===== src/rtl/base64_stream_codec_unit_defines.svh =====
// ----------------------------------------------------------------------------
// Base64 stream codec assertion macros
// Shared concurrent assertion forms, clocked on clk_i and disabled in reset.
// ----------------------------------------------------------------------------
`ifndef BASE64_STREAM_CODEC_UNIT_DEFINES_SVH
`define BASE64_STREAM_CODEC_UNIT_DEFINES_SVH

// Check cons in the same cycle as ante.
`define B64SC_ASSERT(lbl, ante, cons, msg) \
  lbl: assert property (@(posedge clk_i) disable iff (!rst_ni) (ante) |-> (cons)) \
    else $error(msg);

// Check cons in the cycle after ante.
`define B64SC_ASSERT_NEXT(lbl, ante, cons, msg) \
  lbl: assert property (@(posedge clk_i) disable iff (!rst_ni) (ante) |=> (cons)) \
    else $error(msg);

`endif


===== src/rtl/b64sc_pkg.sv =====
// ----------------------------------------------------------------------------
// Base64 stream codec package
// Beat types, job descriptor, character constants and alphabet functions.
// ----------------------------------------------------------------------------
package b64sc_pkg;

  localparam int unsigned QUEUE_DEPTH_DEF = 2;

  localparam logic [7:0] CH_UPPER_A = 8'h41;
  localparam logic [7:0] CH_UPPER_Z = 8'h5a;
  localparam logic [7:0] CH_LOWER_A = 8'h61;
  localparam logic [7:0] CH_LOWER_Z = 8'h7a;
  localparam logic [7:0] CH_DIGIT_0 = 8'h30;
  localparam logic [7:0] CH_DIGIT_9 = 8'h39;
  localparam logic [7:0] CH_PLUS    = 8'h2b;
  localparam logic [7:0] CH_SLASH   = 8'h2f;
  localparam logic [7:0] CH_PAD     = 8'h3d;

  localparam logic MODE_ENCODE = 1'b0;
  localparam logic MODE_DECODE = 1'b1;

  typedef struct packed {
    logic [7:0] in_byte;
    logic       in_last;
  } in_beat_t;

  typedef struct packed {
    logic [7:0] out_value;
    logic       out_valid;
    logic       out_last;
    logic       stopped_early;
  } out_beat_t;

  // Up to four result beats produced by one input beat.
  typedef struct packed {
    logic [3:0][7:0] vals;
    logic [1:0]      last_idx;
    logic            data;
    logic            last;
    logic            stopped;
  } job_t;

  typedef struct packed {
    logic full;
    logic empty;
  } q_stat_t;

  // Alphabet character for a six-bit value.
  function automatic logic [7:0] enc_char(input logic [5:0] v);
    logic [7:0] c;
    if (v < 6'd26) begin
      c = 8'(CH_UPPER_A + {2'b00, v});
    end else if (v < 6'd52) begin
      c = 8'(CH_LOWER_A + {2'b00, v} - 8'd26);
    end else if (v < 6'd62) begin
      c = 8'(CH_DIGIT_0 + {2'b00, v} - 8'd52);
    end else if (v == 6'd62) begin
      c = CH_PLUS;
    end else begin
      c = CH_SLASH;
    end
    return c;
  endfunction

  // {ok, value} for a character; ok is low for pad and invalid characters.
  function automatic logic [6:0] dec_sextet(input logic [7:0] c);
    logic [6:0] r;
    if (c >= CH_UPPER_A && c <= CH_UPPER_Z) begin
      r = {1'b1, 6'(c - CH_UPPER_A)};
    end else if (c >= CH_LOWER_A && c <= CH_LOWER_Z) begin
      r = {1'b1, 6'(c - CH_LOWER_A + 8'd26)};
    end else if (c >= CH_DIGIT_0 && c <= CH_DIGIT_9) begin
      r = {1'b1, 6'(c - CH_DIGIT_0 + 8'd52)};
    end else if (c == CH_PLUS) begin
      r = {1'b1, 6'd62};
    end else if (c == CH_SLASH) begin
      r = {1'b1, 6'd63};
    end else begin
      r = 7'd0;
    end
    return r;
  endfunction

endpackage


===== src/rtl/b64sc_front.sv =====
// ----------------------------------------------------------------------------
// Base64 stream codec front end
// Holds mode and group state; a full group or last beat yields a result job.
// ----------------------------------------------------------------------------
module b64sc_front import b64sc_pkg::*; (
  input  logic     clk_i,
  input  logic     rst_ni,
  input  logic     cfg_we_i,
  input  logic     cfg_wdata_i,
  input  logic     accept_i,
  input  in_beat_t beat_i,
  output logic     push_o,
  output job_t     job_o
);

  logic        mode_q, mode_d;
  logic [17:0] gbits_q, gbits_d;
  logic [1:0]  gcnt_q, gcnt_d;
  logic        halted_q, halted_d;

  // encode path
  logic [2:0]  enc_cnt;
  logic [23:0] enc_shift, enc_aligned;
  logic [3:0][7:0] enc_chars;
  // decode path
  logic [6:0]  sx;
  logic        take, halt_n, dfull;
  logic [23:0] gbx, dec_aligned, dec_src;
  logic [2:0]  dcnt;

  always_comb begin
    enc_cnt   = {1'b0, gcnt_q} + 3'd1;
    enc_shift = {gbits_q[15:0], beat_i.in_byte};
    if (enc_cnt == 3'd3) begin
      enc_aligned = enc_shift;
    end else if (enc_cnt == 3'd1) begin
      enc_aligned = {beat_i.in_byte, 16'h0000};
    end else begin
      enc_aligned = {enc_shift[15:0], 8'h00};
    end
    for (int k = 0; k < 4; k++) begin
      if (enc_cnt != 3'd3 && 3'(k) > enc_cnt) begin
        enc_chars[k] = CH_PAD;
      end else begin
        enc_chars[k] = enc_char(enc_aligned[23 - 6 * k -: 6]);
      end
    end

    sx     = dec_sextet(beat_i.in_byte);
    take   = !halted_q && sx[6];
    halt_n = halted_q || !sx[6];
    gbx    = take ? {gbits_q, sx[5:0]} : {6'd0, gbits_q};
    dcnt   = take ? ({1'b0, gcnt_q} + 3'd1) : {1'b0, gcnt_q};
    dfull  = (dcnt == 3'd4);
    dec_aligned = (dcnt[1:0] == 2'd3) ? {gbx[17:0], 6'd0} : {gbx[11:0], 12'd0};
    dec_src     = dfull ? gbx : dec_aligned;
  end

  always_comb begin
    job_o    = '0;
    push_o   = 1'b0;
    mode_d   = mode_q;
    gbits_d  = gbits_q;
    gcnt_d   = gcnt_q;
    halted_d = halted_q;
    if (mode_q == MODE_ENCODE) begin
      job_o.vals     = enc_chars;
      job_o.last_idx = 2'd3;
      job_o.data     = 1'b1;
      job_o.last     = beat_i.in_last;
      push_o         = accept_i && (enc_cnt == 3'd3 || beat_i.in_last);
      if (accept_i) begin
        if (enc_cnt == 3'd3) begin
          gbits_d = '0;
          gcnt_d  = '0;
        end else begin
          gbits_d = {2'b00, enc_shift[15:0]};
          gcnt_d  = enc_cnt[1:0];
        end
      end
    end else begin
      // first byte of the group leaves first, from slot zero
      job_o.vals    = {8'h00, dec_src[7:0], dec_src[15:8], dec_src[23:16]};
      job_o.last    = beat_i.in_last;
      job_o.stopped = halt_n;
      job_o.data    = 1'b1;
      if (dfull) begin
        job_o.last_idx = 2'd2;
      end else if (dcnt[1:0] >= 2'd2) begin
        job_o.last_idx = 2'(dcnt[1:0] - 2'd2);
      end else begin
        // end-only marker
        job_o.last_idx = 2'd0;
        job_o.data     = 1'b0;
        job_o.vals     = '0;
      end
      push_o = accept_i && (dfull || beat_i.in_last);
      if (accept_i) begin
        gbits_d  = dfull ? '0 : gbx[17:0];
        gcnt_d   = dfull ? '0 : dcnt[1:0];
        halted_d = halt_n;
      end
    end
    if (accept_i && beat_i.in_last) begin
      gbits_d  = '0;
      gcnt_d   = '0;
      halted_d = 1'b0;
    end
    if (cfg_we_i) begin
      mode_d   = cfg_wdata_i;
      gbits_d  = '0;
      gcnt_d   = '0;
      halted_d = 1'b0;
    end
  end

  always_ff @(posedge clk_i or negedge rst_ni) begin
    if (!rst_ni) begin
      mode_q   <= MODE_ENCODE;
      gbits_q  <= '0;
      gcnt_q   <= '0;
      halted_q <= 1'b0;
    end else begin
      mode_q   <= mode_d;
      gbits_q  <= gbits_d;
      gcnt_q   <= gcnt_d;
      halted_q <= halted_d;
    end
  end

endmodule


===== src/rtl/b64sc_queue.sv =====
// ----------------------------------------------------------------------------
// Base64 stream codec job queue
// Small FIFO of result jobs between the front end and the emitter.
// ----------------------------------------------------------------------------
`include "base64_stream_codec_unit_defines.svh"

module b64sc_queue import b64sc_pkg::*; #(
  parameter int unsigned DEPTH = QUEUE_DEPTH_DEF
) (
  input  logic    clk_i,
  input  logic    rst_ni,
  input  logic    push_i,
  input  job_t    job_i,
  input  logic    pop_i,
  output job_t    head_o,
  output q_stat_t stat_o
);

  localparam int unsigned PW = (DEPTH > 1) ? $clog2(DEPTH) : 1;
  localparam int unsigned CW = $clog2(DEPTH + 1);

  job_t          mem_q [DEPTH];
  logic [PW-1:0] wr_q, wr_d, rd_q, rd_d;
  logic [CW-1:0] cnt_q, cnt_d;

  assign stat_o.full  = (cnt_q == CW'(DEPTH));
  assign stat_o.empty = (cnt_q == '0);
  assign head_o       = mem_q[rd_q];

  always_comb begin
    wr_d  = wr_q;
    rd_d  = rd_q;
    cnt_d = cnt_q;
    if (push_i) begin
      wr_d = (wr_q == PW'(DEPTH - 1)) ? '0 : PW'(wr_q + 1'b1);
    end
    if (pop_i) begin
      rd_d = (rd_q == PW'(DEPTH - 1)) ? '0 : PW'(rd_q + 1'b1);
    end
    if (push_i && !pop_i) begin
      cnt_d = CW'(cnt_q + 1'b1);
    end else if (pop_i && !push_i) begin
      cnt_d = CW'(cnt_q - 1'b1);
    end
  end

  always_ff @(posedge clk_i or negedge rst_ni) begin
    if (!rst_ni) begin
      wr_q  <= '0;
      rd_q  <= '0;
      cnt_q <= '0;
    end else begin
      wr_q  <= wr_d;
      rd_q  <= rd_d;
      cnt_q <= cnt_d;
    end
  end

  always_ff @(posedge clk_i) begin
    if (push_i) begin
      mem_q[wr_q] <= job_i;
    end
  end

  `B64SC_ASSERT(a_no_push_full, push_i, !stat_o.full, "job pushed into full queue")
  `B64SC_ASSERT(a_no_pop_empty, pop_i, !stat_o.empty, "job popped from empty queue")
  `B64SC_ASSERT(a_cnt_bound, 1'b1, cnt_q <= CW'(DEPTH), "queue count above depth")

endmodule


===== src/rtl/b64sc_back.sv =====
// ----------------------------------------------------------------------------
// Base64 stream codec emitter
// Moves head job results to the output register, one per cycle unless stalled.
// ----------------------------------------------------------------------------
`include "base64_stream_codec_unit_defines.svh"

module b64sc_back import b64sc_pkg::*; (
  input  logic      clk_i,
  input  logic      rst_ni,
  input  job_t      head_i,
  input  q_stat_t   stat_i,
  output logic      pop_o,
  output logic      out_valid_o,
  input  logic      out_stall_i,
  output out_beat_t out_beat_o
);

  logic      oval_q, oval_d;
  out_beat_t obeat_q, obeat_d;
  logic [1:0] idx_q, idx_d;
  logic      load, take, at_end;

  always_comb begin
    load    = !oval_q || !out_stall_i;
    take    = load && !stat_i.empty;
    at_end  = (idx_q == head_i.last_idx);
    pop_o   = take && at_end;
    oval_d  = load ? !stat_i.empty : oval_q;
    idx_d   = idx_q;
    obeat_d = obeat_q;
    if (take) begin
      obeat_d.out_value     = head_i.vals[idx_q];
      obeat_d.out_valid     = head_i.data;
      obeat_d.out_last      = head_i.last && at_end;
      obeat_d.stopped_early = head_i.stopped;
      idx_d                 = at_end ? '0 : 2'(idx_q + 2'd1);
    end
  end

  always_ff @(posedge clk_i or negedge rst_ni) begin
    if (!rst_ni) begin
      oval_q <= 1'b0;
      idx_q  <= '0;
    end else begin
      oval_q <= oval_d;
      idx_q  <= idx_d;
    end
  end

  always_ff @(posedge clk_i) begin
    obeat_q <= obeat_d;
  end

  assign out_valid_o = oval_q;
  assign out_beat_o  = obeat_q;

  `B64SC_ASSERT(a_idx_in_job, !stat_i.empty, idx_q <= head_i.last_idx, "index past job end")
  `B64SC_ASSERT(a_marker_last, oval_q && !obeat_q.out_valid, obeat_q.out_last,
    "end marker without last")
  `B64SC_ASSERT_NEXT(a_idx_reset, pop_o, idx_q == 2'd0, "index not rewound after pop")

endmodule


===== src/rtl/base64_stream_codec_unit.sv =====
// ----------------------------------------------------------------------------
// Base64 stream codec
// Encodes bytes to base64 text or decodes text to bytes, chosen by mode.
// ----------------------------------------------------------------------------
//
//  channel | direction | handshake                 | payload
//  --------+-----------+---------------------------+--------------------------
//  config  | in        | cfg_we_i                  | cfg_wdata_i (mode)
//  input   | in        | in_valid_i / in_stall_o   | in_beat_i  (in_beat_t)
//  output  | out       | out_valid_o / out_stall_i | out_beat_o (out_beat_t)
//
// The front end takes one input beat per cycle while the queue has room and
// builds jobs of up to four result beats; the emitter sends one result beat
// per cycle while out_stall_i is low, so in encode the single output register
// sets the rate, and decode takes one character per cycle.
// Reset selects encode and empties the queue; there is no clearing pass.
// in_stall_o rises only while the job queue is full; an output stall holds
// the output register while the queue absorbs new jobs.
// ----------------------------------------------------------------------------
module base64_stream_codec_unit import b64sc_pkg::*; #(
  parameter int unsigned QUEUE_DEPTH = QUEUE_DEPTH_DEF
) (
  input  logic      clk_i,
  input  logic      rst_ni,
  input  logic      cfg_we_i,
  input  logic      cfg_wdata_i,
  input  logic      in_valid_i,
  output logic      in_stall_o,
  input  in_beat_t  in_beat_i,
  output logic      out_valid_o,
  input  logic      out_stall_i,
  output out_beat_t out_beat_o
);

  logic    accept;
  logic    push, pop;
  job_t    job, head;
  q_stat_t qstat;

  // Hold input while no queue slot is free.
  assign in_stall_o = qstat.full;
  assign accept     = in_valid_i && !qstat.full;

  // Front end: classify the beat, advance group state, build the job.
  b64sc_front u_front (
    .clk_i       (clk_i),
    .rst_ni      (rst_ni),
    .cfg_we_i    (cfg_we_i),
    .cfg_wdata_i (cfg_wdata_i),
    .accept_i    (accept),
    .beat_i      (in_beat_i),
    .push_o      (push),
    .job_o       (job)
  );

  // Decouple the two halves.
  b64sc_queue #(
    .DEPTH (QUEUE_DEPTH)
  ) u_queue (
    .clk_i  (clk_i),
    .rst_ni (rst_ni),
    .push_i (push),
    .job_i  (job),
    .pop_i  (pop),
    .head_o (head),
    .stat_o (qstat)
  );

  // Back end: drain each job beat by beat into the output register.
  b64sc_back u_back (
    .clk_i       (clk_i),
    .rst_ni      (rst_ni),
    .head_i      (head),
    .stat_i      (qstat),
    .pop_o       (pop),
    .out_valid_o (out_valid_o),
    .out_stall_i (out_stall_i),
    .out_beat_o  (out_beat_o)
  );

endmodule

===== config.mk =====
export PLATFORM = sky130hd
export DESIGN_NAME = base64_stream_codec_unit
export DESIGN_NICKNAME = d
export VERILOG_FILES = /design/src/rtl/b64sc_pkg.sv /design/src/rtl/b64sc_front.sv /design/src/rtl/b64sc_queue.sv /design/src/rtl/b64sc_back.sv /design/src/rtl/base64_stream_codec_unit.sv
export VERILOG_INCLUDE_DIRS = /design/src /design/src/rtl
export SDC_FILE = /design/constraint.sdc
export NUM_CORES = 1
export LEC_CHECK = 0
export BUFFER_PORTS_ARGS = -buffer_cell sky130_fd_sc_hd__buf_2
export CAP_MARGIN = 40
export CORE_ASPECT_RATIO = 1.2
export CORE_MARGIN = 5
export CORE_UTILIZATION = 53
export CTS_BUF_LIST = sky130_fd_sc_hd__clkbuf_8
export CTS_CLUSTER_DIAMETER = 60
export DETAILED_ROUTE_END_ITERATION = 8
export PLACE_DENSITY = 0.7
export SLEW_MARGIN = 0
export SYNTH_ARGS = -nofsm -noshare
export SYNTH_HDL_FRONTEND = slang
export SYNTH_SLANG_ARGS = --single-unit

===== constraint.sdc =====
create_clock -name clk_i -period 10.4 [get_ports clk_i]
set_input_delay 1.04 -clock clk_i [delete_from_list [all_inputs] [get_ports clk_i]]
set_output_delay 1.04 -clock clk_i [all_outputs]
set_load 0.1 [all_outputs]

## Yosys cells after proc, flatten, opt, wreduce, memory -nomap -nowiden

Memories as Yosys holds them, arrays and structs flattened.
Cells that the tools add are included.

- Memory bits (writable): 74
- Flip-flop bits (word level): 40
- Memories kept: 1
- Input bits: 15

- Reduce and logical (&&, ||, !) cells: 34
- $add $sub $neg: 32
- Eq/ne operators: 13
- Mux-type cells: 67
- $lt $le $gt $ge: 24

Memory list:

| name | words | width | rd ports | clocked after memory_dff | write ports | line | source |
|---|---|---|---|---|---|---|---|
| u_queue.mem_q | 2 | 37 | 1 | 0 | 1 | b64sc_queue.sv:22 | `job_t mem_q [DEPTH];` |

Operator list:

| operator | number |
|---|---|
| $mux 24 | 7 |
| $mux 8 | 17 |
| $mux 18 | 6 |
| $add 7x6->8 const A | 8 |
| $lt 6x6->1 const B | 8 |
| $mux 36 | 1 |
| $mux 7 | 5 |
| $sub 8x5->8 const B | 4 |
| $sub 8x6->8 const B | 4 |
| $add 6x6->7 const A | 4 |
| $eq 6x6->1 const B | 4 |
| $lt 6x5->1 const B | 4 |
| $mux 2 | 12 |
| $logic_and 1x1->1 | 17 |
| $bmux 8 s2 | 1 |
| $eq 8x6->1 const B | 2 |
| $ge 8x7->1 const B | 2 |
| $le 8x7->1 const B | 2 |
| $mux 16 | 1 |
| $mux 3 | 5 |
| $mux 1 | 12 |
| $sub 6x6->6 const B | 2 |
| $ge 8x6->1 const B | 1 |
| $le 8x6->1 const B | 1 |
| other kinds (24) | 40 |

## Depth between registers and ports, before layout

Gate-level depths: netlist of run 1.

- Depth after elaboration: 16
- Mapped depth: 17

## By module

A second synthesis of run 1 with hierarchy kept.

- Cells, all modules: 802
- Area, all modules: 8047.7 µm²

By module, submodules not included:

| module | area an instance (µm²) | times used | sequential area each (µm²) | cells an instance |
|---|---|---|---|---|
| b64sc_front | 4381.7 | 1 | 550.5 | 629 |
| b64sc_queue | 2939.1 | 1 | 2322.2 | 131 |
| b64sc_back | 713.2 | 1 | 405.4 | 41 |
| base64_stream_codec_unit | 13.8 | 1 | 0.0 | 1 |

## Least setup slack after synthesis of run 1

Ideal clock, no wire load.

- Path type: input -> register
- Start: input port in_beat_i[1] (netlist name)
- End: memory u_queue.mem_q[0][0] (netlist name) (enable)
- Required time: 9.964 ns
- Cell stages on the path: 11
- Path slack: 5.421 ns
- Library setup time: 0.436 ns
- Data arrival time: 4.544 ns
- Path buffers: 2
- Path through: buf_2 inv_1 ha_1 nor2b_1 o21ai_0 nand3_4 buf_6 a21boi_4 nand2_2 a21oi_4 nor2b_1

- Longest elaborated chain between the ends: 14
- Elaborated cells on any way between the ends: 24
- Classes of those cells: order compare: 6; eq/ne: 3; mux: 9; reduce/logical: 6

Ends and longest elaborated chain:

| what | line | source |
|---|---|---|
| start: declaration | base64_stream_codec_unit.sv:29 | `input in_beat_t in_beat_i,` |
| parallel branches: the longest is 5 deep, another holds $ge 8x6->1 | -- |  |
| $mux 7 (*) | b64sc_pkg.sv:68 | `if (c >= CH_UPPER_A && c <= CH_UPPER_Z) begin` |
| $logic_and 1x1->1 (*) | b64sc_front.sv:50 | `take = !halted_q && sx[6];` |
| $mux 3 (*) | b64sc_front.sv:53 | `dcnt = take ? ({1'b0, gcnt_q} + 3'd1) : {1'b0, gcnt_q};` |
| $eq 3x3->1 (*) | b64sc_front.sv:54 | `dfull = (dcnt == 3'd4);` |
| $logic_or 1x1->1 (*) | b64sc_front.sv:97 | `push_o = accept_i && (dfull \|\| beat_i.in_last);` |
| $logic_and 1x1->1 (*) | b64sc_front.sv:97 |  |
| $mux 1 (*) | b64sc_front.sv:66 | `if (mode_q == MODE_ENCODE) begin` |
| via push | base64_stream_codec_unit.sv:36 | `logic push, pop;` |
| $mux 1 (*) | b64sc_queue.sv:60 | `if (push_i) begin` |
| $mux 1 (implied by the code) (*) | b64sc_queue.sv:61 | `mem_q[wr_q] <= job_i;` |
| end: declaration | b64sc_queue.sv:22 |  |

Mark *: on every way through the listed nets, which the timed path passes.

==> out/results.tsv, run 1 <==
metric	value	unit
first_pass_iters	5	
area_growth	7.87	%
first_global_vias	6555	
num_vias	6581	
cp_max_fo	22	
cts_buffer_depth	2	
fp.dieH	146	um
antenna_found_initial	0	
die_area	18100	sq um
crit_required	10.53	ns
power.total	1.81	mW
ys_async_sr_fraction	25.4	%
grt_use_total	24.9	%
synth_cell_types	77	
first_iter_violations	697	
cts_made_buffers	17	
drive_gt1_share	16.0	%
rsz0062_at_grt	false	
synthCells	804	
max_stage_delay	0.86	ns
routed_wl	22000	um
yosys_warnings	0	
syn_nets	872	
final_cell_mix	nand2_1, edfxtp_1, ha_1	
slew_headroom	35.1	%
post_cts_resized	0	
core_area	15100	sq um
end_kind	flop	
tightest_slew	0.973	ns
holdWs	0.497	ns
place_area	8450	sq um
grt_pass1_wl	35100	um
finalCriticalPeriod	5.28	ns
utilization	58.6	%
cts_hold_buf	0	
final_nets	874	
status	complete, no violations	
p_leak	3.37	nW
gr-total-overflow	0	
fin_skew	0.00860	ns
place_congestion	0.955	
port_buffers	27	
slowest_stage	ha_1	
avgSynthCellArea	10.2	sq um
period_share	50.7	%
post_cts_buffers	0	
final_common_cell	nand2_1	
fin_cells	1023	
pre_cts_slack	5.27	ns
timing.critical_path.from_type	flop	
cp.arrival	5.41	ns
clkTransAtPathRegs	0.06	ns
ant_nets	0	
fin_area	8840	sq um
dp_cells	991	
wl_per_cell	21.5	um
synth-main-ff-cell	edfxtp_1	
tns	0	ns
finalSetupViolations	0	
cts-root-buf	clkbuf_8	
diodes	0	
grt_max_degree	35	
seq_area_frac_synth	40.0	%
clkLatencyLatePin	0.41	ns
max_cap_violations	0	
vias_per_cell	6.43	
num_io_pins	28	
vdd_drop_max	0.000107	V
row_count	49	
dieWidth	124	um
drc	0	
worstSetupPathType	reg -> reg	
hold_viol	0	
holdCritPathClass	reg -> reg	
synth_seq_cells	114	
fmax	190	MHz
powerDensity	205	nW/um^2
synth-edff-count	85	
netlist_area	8200	sq um
slew_viol_final	0	
ctsHtreeMaxLevel	4	
hpwl	16100	um
cp_cell_sequence	inv_1 > ha_1 > nor3b_1 > a21oi_1 > inv_1 > ha_1 > a31o_2 > a221oi_2 > nand3_1 > a21boi_0 > mux2_2 > o21ai_0 > o21ai_0	
setup_slack	5.12	ns
start_util	54.4	%
cts_sinks	114	
cts_tree	done	
## worst paths after layout
path / startpoint / end / slack, ns / depth (start not counted)
max: u_front.gcnt_q[0] / u_queue.mem_q[1][25] / 5.12 / 13
min: u_back.out_valid_o / u_back.out_valid_o / 0.50 / 2
max reg2reg: u_front.gcnt_q[0] / u_queue.mem_q[1][25] / 5.12 / 13
min reg2reg: u_back.out_valid_o / u_back.out_valid_o / 0.50 / 2
max in group asynchronous: rst_ni / u_front.gbits_q[6] / 9.24 / 1
min in group asynchronous: rst_ni / u_back.out_valid_o / 0.69 / 1
## where the power goes
part	leakage (nW)	internal, mW	switching [mW]
clock network	0.209	0.238	0.169
logic	1.99	0.246	0.513
registers	1.17	0.598	0.0454
total	3.37	1.08	0.727
## state kept, by name, summed over array words and instances, names as in the netlist
name                cells
u_front.halted_q        1
u_queue.cnt_q           2
u_front.gbits_q        18
u_queue.wr_q            1
u_back.out_valid_o      1
u_back.idx_q            2
u_back.out_beat_o      11
u_queue.rd_q            1
u_front.gcnt_q          2
u_front.mode_q          1
u_queue.mem_q          74
## final cells by class
cell class	instances	area, sq um
inverters	38	143
repair buffers	36	243
fillers	1318	6240
flip-flops and latches	114	3280
well taps	204	255
clock inverters	14	149
clock buffers	18	248
multi-input cells	599	4530
## per-layer routing
layer	global-route usage (%)	wire length (um)	vias to the layer above
met5	0	0	-
met4	10.2	889	0
met3	4.91	1450	68
met2	39.4	10700	303
met1	33.2	8920	3170
li1	-	-	3040
## critical path, delay by kind of cell, from the launching register on
kind | cells | cell delay, ns
adders and majority gates | 2 | 1.13
and+or+nand+nor | 2 | 0.27
AOI/OAI and AO/OA | 6 | 2.21
buffers and inverters | 2 | 0.48
muxes | 1 | 0.28
DFF | 1 | 0.62
## kinds of logic (layout without fill, tap and decap cells)
family	count (synthesis)	after routing	synth area share [%]
buf+inv	91	106	4.90
xor+xnor	31	31	3.31
flops	114	114	40.0
simple gates	220	220	13.1
mux	50	50	8.81
compound gates	245	245	21.9
fa+ha+maj	53	53	8.09
## cells in the mapped netlist (15+ instances only)
library cell	number	share of area, %
nand2_1	97	4.4
edfxtp_1	85	31
ha_1	53	8.1
a21oi_1	50	3.1
o21ai_0	42	2.6
inv_1	38	1.7
dfrtp_1	29	8.9
nor2_1	28	1.3
clkbuf_1	27	1.2
nand3_1	26	1.6
xnor2_1	22	2.4
a22oi_1	20	1.8
mux2i_1	20	2.4
mux4_2	16	4.4
buf_2	15	0.92
(Power assumes the default switching activity.)
==> run 2: changes to the inputs <==
==> constraint.sdc (replaced) <==
create_clock -name clk_i -period 5.2 [get_ports clk_i]
set_input_delay 0.52 -clock clk_i [delete_from_list [all_inputs] [get_ports clk_i]]
set_output_delay 0.52 -clock clk_i [all_outputs]
set_load 0.1 [all_outputs]
==> run 2 against run 1 <==
Clock skew about the same. Maximum frequency up 21%. Design area up 0.50%. Combinational power up 99%. Global-route usage up 1.1 points. Worst setup slack worse by 4.3 ns. Critical endpoint is now u_queue.mem_q[1][8]. Largest power group unchanged. Highest routed layer unchanged.
==> out/results.tsv, run 2 (synthesis gave the netlist of run 1 again) <==
metric	value	unit	change
status	complete, no violations		
routed_wl	22700	um	+3.5%
fin_skew	0.00840	ns	-0.000199 ns
rsz0062_at_grt	false		
fp.dieH	146	um	unchanged
grt_max_degree	37		+5.7%
p_leak	3.39	nW	+0.57%
final_nets	880		+0.69%
drive_gt1_share	17.0	%	+0.97 points
met3_usage	3.91	%	-1.0 points
grt_pass1_wl	36400	um	+3.5%
clkTransAtPathRegs	0.07	ns	about the same
tightest_slew	0.905	ns	-0.0681 ns
core_area	15100	sq um	unchanged
cts_buffer_depth	2		unchanged
crit_required	5.38	ns	-5.15 ns
grt_use_total	25.9	%	+1.1 points
hpwl	16500	um	+2.4%
cts_tree	done		
fin_area	8890	sq um	+0.50%
worstSetupPathType	reg -> reg		
dieWidth	124	um	unchanged
cp_max_fo	18		-18%
grt.busiest_layer	met2		
reg2reg_depth	13		unchanged
cts_sinks	114		unchanged
post_cts_resized	0		unchanged
area_growth	8.41	%	
end_kind	flop		
period_share	83.7	%	+33 points
largest_reg_flops	74		unchanged
final_common_cell	nand2_1		
r2r-start	u_front.gcnt_q[1]		
vias_per_cell	6.47		+0.58%
cts_hold_buf	0		unchanged
powerDensity	413	nW/um^2	+100%
worstReg2RegEnd	u_queue.mem_q[1][8]		
holdCritPathClass	in -> async		
regMostFlops	u_queue.mem_q		
hold_viol	0		unchanged
port_buffers	27		unchanged
start_util	54.4	%	unchanged
slew_viol_final	0		unchanged
clkLatencyLatePin	0.44	ns	+0.03 ns
fmax	230	MHz	+21%
max_cap_violations	0		unchanged
row_count	49		unchanged
gr-total-overflow	0		unchanged
ant_nets	0		unchanged
place_area	8470	sq um	+0.30%
num_io_pins	28		unchanged
vdd_drop_max	0.000175	V	+64%
cts_made_buffers	17		unchanged
diodes	0		unchanged
cp.arrival	4.53	ns	-0.88 ns
utilization	58.9	%	+0.29 points
die_area	18100	sq um	unchanged
antenna_found_initial	0		unchanged
finalSetupViolations	0		unchanged
ff2ff_setup_slack	0.85	ns	-4.28 ns
first_pass_iters	5		unchanged
num_vias	6658		+1.2%
cts-root-buf	clkbuf_8		
met1_usage	35.7	%	+2.5 points
ctsHtreeMaxLevel	4		unchanged
first_iter_violations	909		+30%
final_cell_mix	nand2_1, edfxtp_1, ha_1		
timing.critical_path.from_type	flop		
use_met2	42.1	%	+2.7 points
place_congestion	0.961		+0.60%
wl_per_cell	22.1	um	+2.9%
post_cts_buffers	0		unchanged
tns	0	ns	unchanged
first_global_vias	6499		-0.85%
drc	0		unchanged
finalCriticalPeriod	4.35	ns	-0.921 ns
slew_headroom	39.5	%	+4.4 points
run 2: cell count changes in the layout (fill, tap and decap cells not counted), moves of 2 or more:
cell / delta
inv_1: -3
inv_6: +4
buf_16: -2
clkinv_4: +3
clkinv_2: -2
buf_4: +6
run 2: cell type report:
class	count	area (sq um)
fill	1307	6190
sequential	114	3280
clock inverter	15	181
clock buffer	17	234
timing repair buffer	42	268
tap	204	255
multi-input combinational	599	4530
inverter	38	143
run 2: worst max-delay path: stages, from the launching register on:
cell and delay (ns):
dfrtp_1 0.51, inv_1 0.18, ha_1 0.70, mux2i_1 0.21, o21ai_2 0.41, inv_1 0.18
ha_1 0.26, a31o_2 0.26, a32o_1 0.24, nor2_1 0.34, mux2i_1 0.13, a211oi_1 0.26
a31oi_1 0.07, o32a_1 0.34
run 2: routing by layer:
layer	share of wire, %	vias up	routed length, um
met5	0	-	0
met4	2.5	0	563
met2	49	331	11100
met3	6.9	54	1570
met1	42	3228	9490
li1	-	3045	-
run 2: how the worst max path moves through the flow:
| stage | start | end | cells after the start | slack (ns) |
|---|---|---|---|---|
| floorplan | in_beat_i[1] | u_queue.mem_q[0][0] | 11 | 0.74 |
| CTS | u_front.gcnt_q[1] | u_queue.mem_q[1][8] | 13 | 0.91 |
| global route | u_front.gcnt_q[0] | u_queue.mem_q[1][8] | 13 | 0.54 |
| finish | u_front.gcnt_q[1] | u_queue.mem_q[1][8] | 13 | 0.85 |
| detailed placement | u_front.gcnt_q[0] | u_queue.mem_q[0][8] | 13 | 0.94 |
| global placement | u_front.gcnt_q[0] | u_queue.mem_q[0][8] | 13 | 1.04 |
run 2: per-stage QoR:
step                      power, mW  instances  hold slack, ns  setup WS [ns]
after floorplan                2.46        804           0.224          0.741
after global placement         2.77        995           0.474           1.04
after detailed placement       2.82        997           0.476          0.940
after CTS                      3.69       1029           0.155          0.915
after global routing           3.85       1029           0.183          0.540
final                          3.67       1029           0.152          0.845
run 2: where the power goes:
part	switching [mW]	internal [mW]	total [mW]
Clock	0.388	0.478	0.866
Sequential	0.0973	1.20	1.29
Combinational	1.02	0.489	1.51
Total	1.51	2.16	3.67
==> run 3: changes to the inputs <==
--- a/config.mk
+++ b/config.mk
@@ -6,6 +6,7 @@
 export SDC_FILE = /design/constraint.sdc
 export NUM_CORES = 1
 export LEC_CHECK = 0
+export ABC_AREA = 1
 export BUFFER_PORTS_ARGS = -buffer_cell sky130_fd_sc_hd__buf_2
 export CAP_MARGIN = 40
 export CORE_ASPECT_RATIO = 1.2
==> constraint.sdc (replaced) <==
create_clock -name clk_i -period 4.1 [get_ports clk_i]
set_input_delay 0.41 -clock clk_i [delete_from_list [all_inputs] [get_ports clk_i]]
set_output_delay 0.41 -clock clk_i [all_outputs]
set_load 0.1 [all_outputs]
==> run 3 against run 2 <==
Via count increased by 24%. Critical path depth increased by 2. Combinational power increased by 61%. Sequential power rose by 29%. Largest cell class unchanged. Maximum frequency grew 22%. Core utilization shrank 0.77 points. First-iteration DRC count fell by 5.8%. Cell count up 40%. Sequential share of layout area is 2.2 points lower. Total power is 40% higher. Critical path type unchanged. Global-route usage decreased by 0.24 points. Area after synthesis rose by 6.9%.
==> out/results.tsv, run 3 <==
metric	value	unit	change
synth_top_area_cell	edfxtp_1		
crit_end	u_queue.mem_q[0][17]		
dp_cells	1404		+41%
vdd_drop_max	0.000260	V	+48%
cp.arrival	3.74	ns	-0.79 ns
max_stage_delay	0.45	ns	-0.25 ns
cts_sinks	114		unchanged
power.switching	2.41	mW	+60%
powerDensity	543	nW/um^2	+31%
fp.dieH	151	um	+3.2%
synth-main-ff-cell	edfxtp_1		
slew_viol_final	0		unchanged
final_common_cell	nand2_1		
synthTopCellsByArea	edfxtp_1, nand2_1, dfrtp_1		
fillers	1550		+19%
cts_hold_buf	0		unchanged
period_share	87.1	%	+3.3 points
crit_required	4.27	ns	-1.11 ns
area_growth	7.93	%	
holdCritPathClass	in -> async		
fin_cells	1436		+40%
utilization	58.2	%	-0.77 points
synth_cell_types	47		-39%
worstSetupPathType	reg -> reg		
finalSetupViolations	0		unchanged
syn_nets	1266		+45%
switching_share	47.0	%	+5.9 points
cts_tree	done		
row_count	51		+4.1%
cp_max_fo	20		+2
hpwl	18000	um	+8.8%
ctsHtreeMaxLevel	4		unchanged
netlist_area	8770	sq um	+6.9%
internal_power	2.72	mW	+26%
startpoint	u_front.gcnt_q[0]		
timing.critical_path.from_type	flop		
end_kind	flop		
start_util	53.9	%	-0.48 points
tns	0	ns	unchanged
avgSynthCellArea	7.32	sq um	-28%
rsz0062_at_grt	false		
diodes	0		unchanged
drive_gt1_share	9.48	%	-7.5 points
antenna_found_initial	0		unchanged
combPwrFrac	47.3	%	+6.1 points
post_cts_resized	0		unchanged
ys_top_cells_by_count	nand2_1, nand3_1, nor2_1		
grt_pass1_wl	39000	um	+7.3%
first_pass_iters	5		unchanged
seq_area_frac_synth	37.4	%	-2.6 points
worstReg2RegEnd	u_queue.mem_q[0][17]		
status	complete, no violations		
clock_power_share	20.3	%	-3.3 points
place_congestion	0.958		-0.35%
holdWs	0.0164	ns	-0.135 ns
clkLatencyLatePin	0.45	ns	about the same
dieWidth	127	um	+3.1%
fmax	280	MHz	+22%
final_cell_mix	nand2_1, nand3_1, nor2_1		
grt_use_total	25.7	%	-0.24 points
setup_slack	0.530	ns	-0.315 ns
port_buffers	27		unchanged
num_vias	8274		+24%
p_leak	4.31	nW	+27%
place_area	9070	sq um	+7.1%
hold_viol	0		unchanged
cts_made_buffers	17		unchanged
slowest_stage	dfrtp_1		
tightest_slew	0.737	ns	-0.168 ns
largest_reg_flops	74		unchanged
met3_usage	3.46	%	-0.45 points
cpMostUsedCell	nor2_1		
grt.busiest_layer	met2		
num_io_pins	28		unchanged
die_area	19200	sq um	+6.4%
use_met2	42.5	%	+0.37 points
core_area	16300	sq um	+7.9%
routed_wl	24200	um	+6.3%
drc	0		unchanged
cts_buffer_depth	2		unchanged
finalCriticalPeriod	3.57	ns	-0.785 ns
clkTransAtPathRegs	0.08	ns	about the same
met1_usage	33.4	%	-2.2 points
first_global_vias	7654		+18%
gr-total-overflow	0		unchanged
first_iter_violations	856		-5.8%
regMostFlops	u_queue.mem_q		
grt_max_degree	50		+35%
yosys_warnings	0		unchanged
ys_async_sr_fraction	25.4	%	unchanged
fin_skew	0.0178	ns	+0.00942 ns
pre_cts_slack	0.396	ns	-0.544 ns
synth_seq_cells	114		unchanged
slew_headroom	50.7	%	+11 points
ant_nets	0		unchanged
synthCells	1198		+49%
post_cts_buffers	0		unchanged
wl_per_cell	16.8	um	-24%
yosysMostFrequentCell	nand2_1		
ff2ff_setup_slack	0.53	ns	-0.32 ns
reg2reg_depth	15		+2
final_nets	1279		+45%
synth_top_area_share	29.1	%	-2.0 points
fin_area	9460	sq um	+6.5%
r2r-start	u_front.gcnt_q[0]		
cp_cell_sequence	inv_1 > ha_1 > inv_2 > o211ai_1 > o21ai_2 > inv_1 > ha_1 > nand2_1 > clkinv_1 > nor2_1 > nor2_1 > nand2_1 > a21oi_1 > a311oi_1 > nor2_1		
cts-root-buf	clkbuf_8		
vias_per_cell	5.76		-11%
power.total	5.14	mW	+40%
seqPwrFrac	32.5	%	-2.7 points
synth-edff-count	85		unchanged
max_cap_violations	0		unchanged
## run 3: changes by cell type in the layout (fill, tap and decap cells not counted), moves of 11 or more
| cell | delta |
|---|---|
| inv_1 | +64 |
| nand2_1 | +251 |
| a22oi_1 | -20 |
| xnor2_1 | -19 |
| nor2_1 | +92 |
| mux4_2 | -16 |
| nor2b_1 | -11 |
| mux2i_1 | -20 |
| nand3_1 | +106 |
| o21ai_0 | +40 |
| mux2_2 | -13 |
## run 3: worst min path at each step
stage | endpoint | slack [ns]
floorplan | u_back.idx_q[0] | 0.11
global placement | u_back.out_valid_o | 0.49
detailed placement | u_back.idx_q[0] | 0.50
CTS | u_queue.wr_q | 0.009
global route | u_queue.wr_q | 0.05
finish | u_front.halted_q | 0.02
## run 3: cell families (layout without fill, tap and decap cells)
logic type | count (synthesis) | after routing | synth area share [%]
flip-flops | 114 | 114 | 37.4
AO/OA/AOI/OAI | 201 | 201 | 13.2
adder cells (fa/ha/maj) | 53 | 53 | 7.56
buffers and inverters | 166 | 192 | 8.13
XOR/XNOR | 22 | 22 | 2.20
AND/OR/NAND/NOR | 642 | 642 | 31.6
## run 3: worst max-delay path: cells and delay by family, from the launching register on
| kind | cells | cell delay, ns |
|---|---|---|
| compound gates | 4 | 0.77 |
| fa+ha+maj | 2 | 0.50 |
| buf+inv | 4 | 0.84 |
| flops | 1 | 0.45 |
| simple gates | 5 | 0.74 |
## run 3: area by class of cell
type                            instances  area, sq um  share of cell area, %
Clock buffer                           17          234                   2.47
Inverter                              114          433                   4.57
Sequential cell                       114         3280                   34.6
Multi-Input combinational cell        918         4790                   50.6
Tap cell                              212          265                   2.80
Clock inverter                         15          158                   1.67
Timing Repair Buffer                   46          303                   3.20
## run 3: metal layers
layer	up-vias	share of wire, %	routed length, um
met5	-	0	0
met4	0	3.8	927
met3	50	5.8	1410
met2	309	48	11700
met1	3892	42	10200
li1	4023	-	-
## run 3: power groups by stage
stage,clock network (mW),logic (mW),registers [mW]
after floorplan,0,1.36,2.14
after global placement,0,2.39,1.68
after detailed placement,0,2.42,1.69
after CTS,1.06,2.43,1.67
after global routing,1.10,2.64,1.69
final,1.04,2.43,1.67
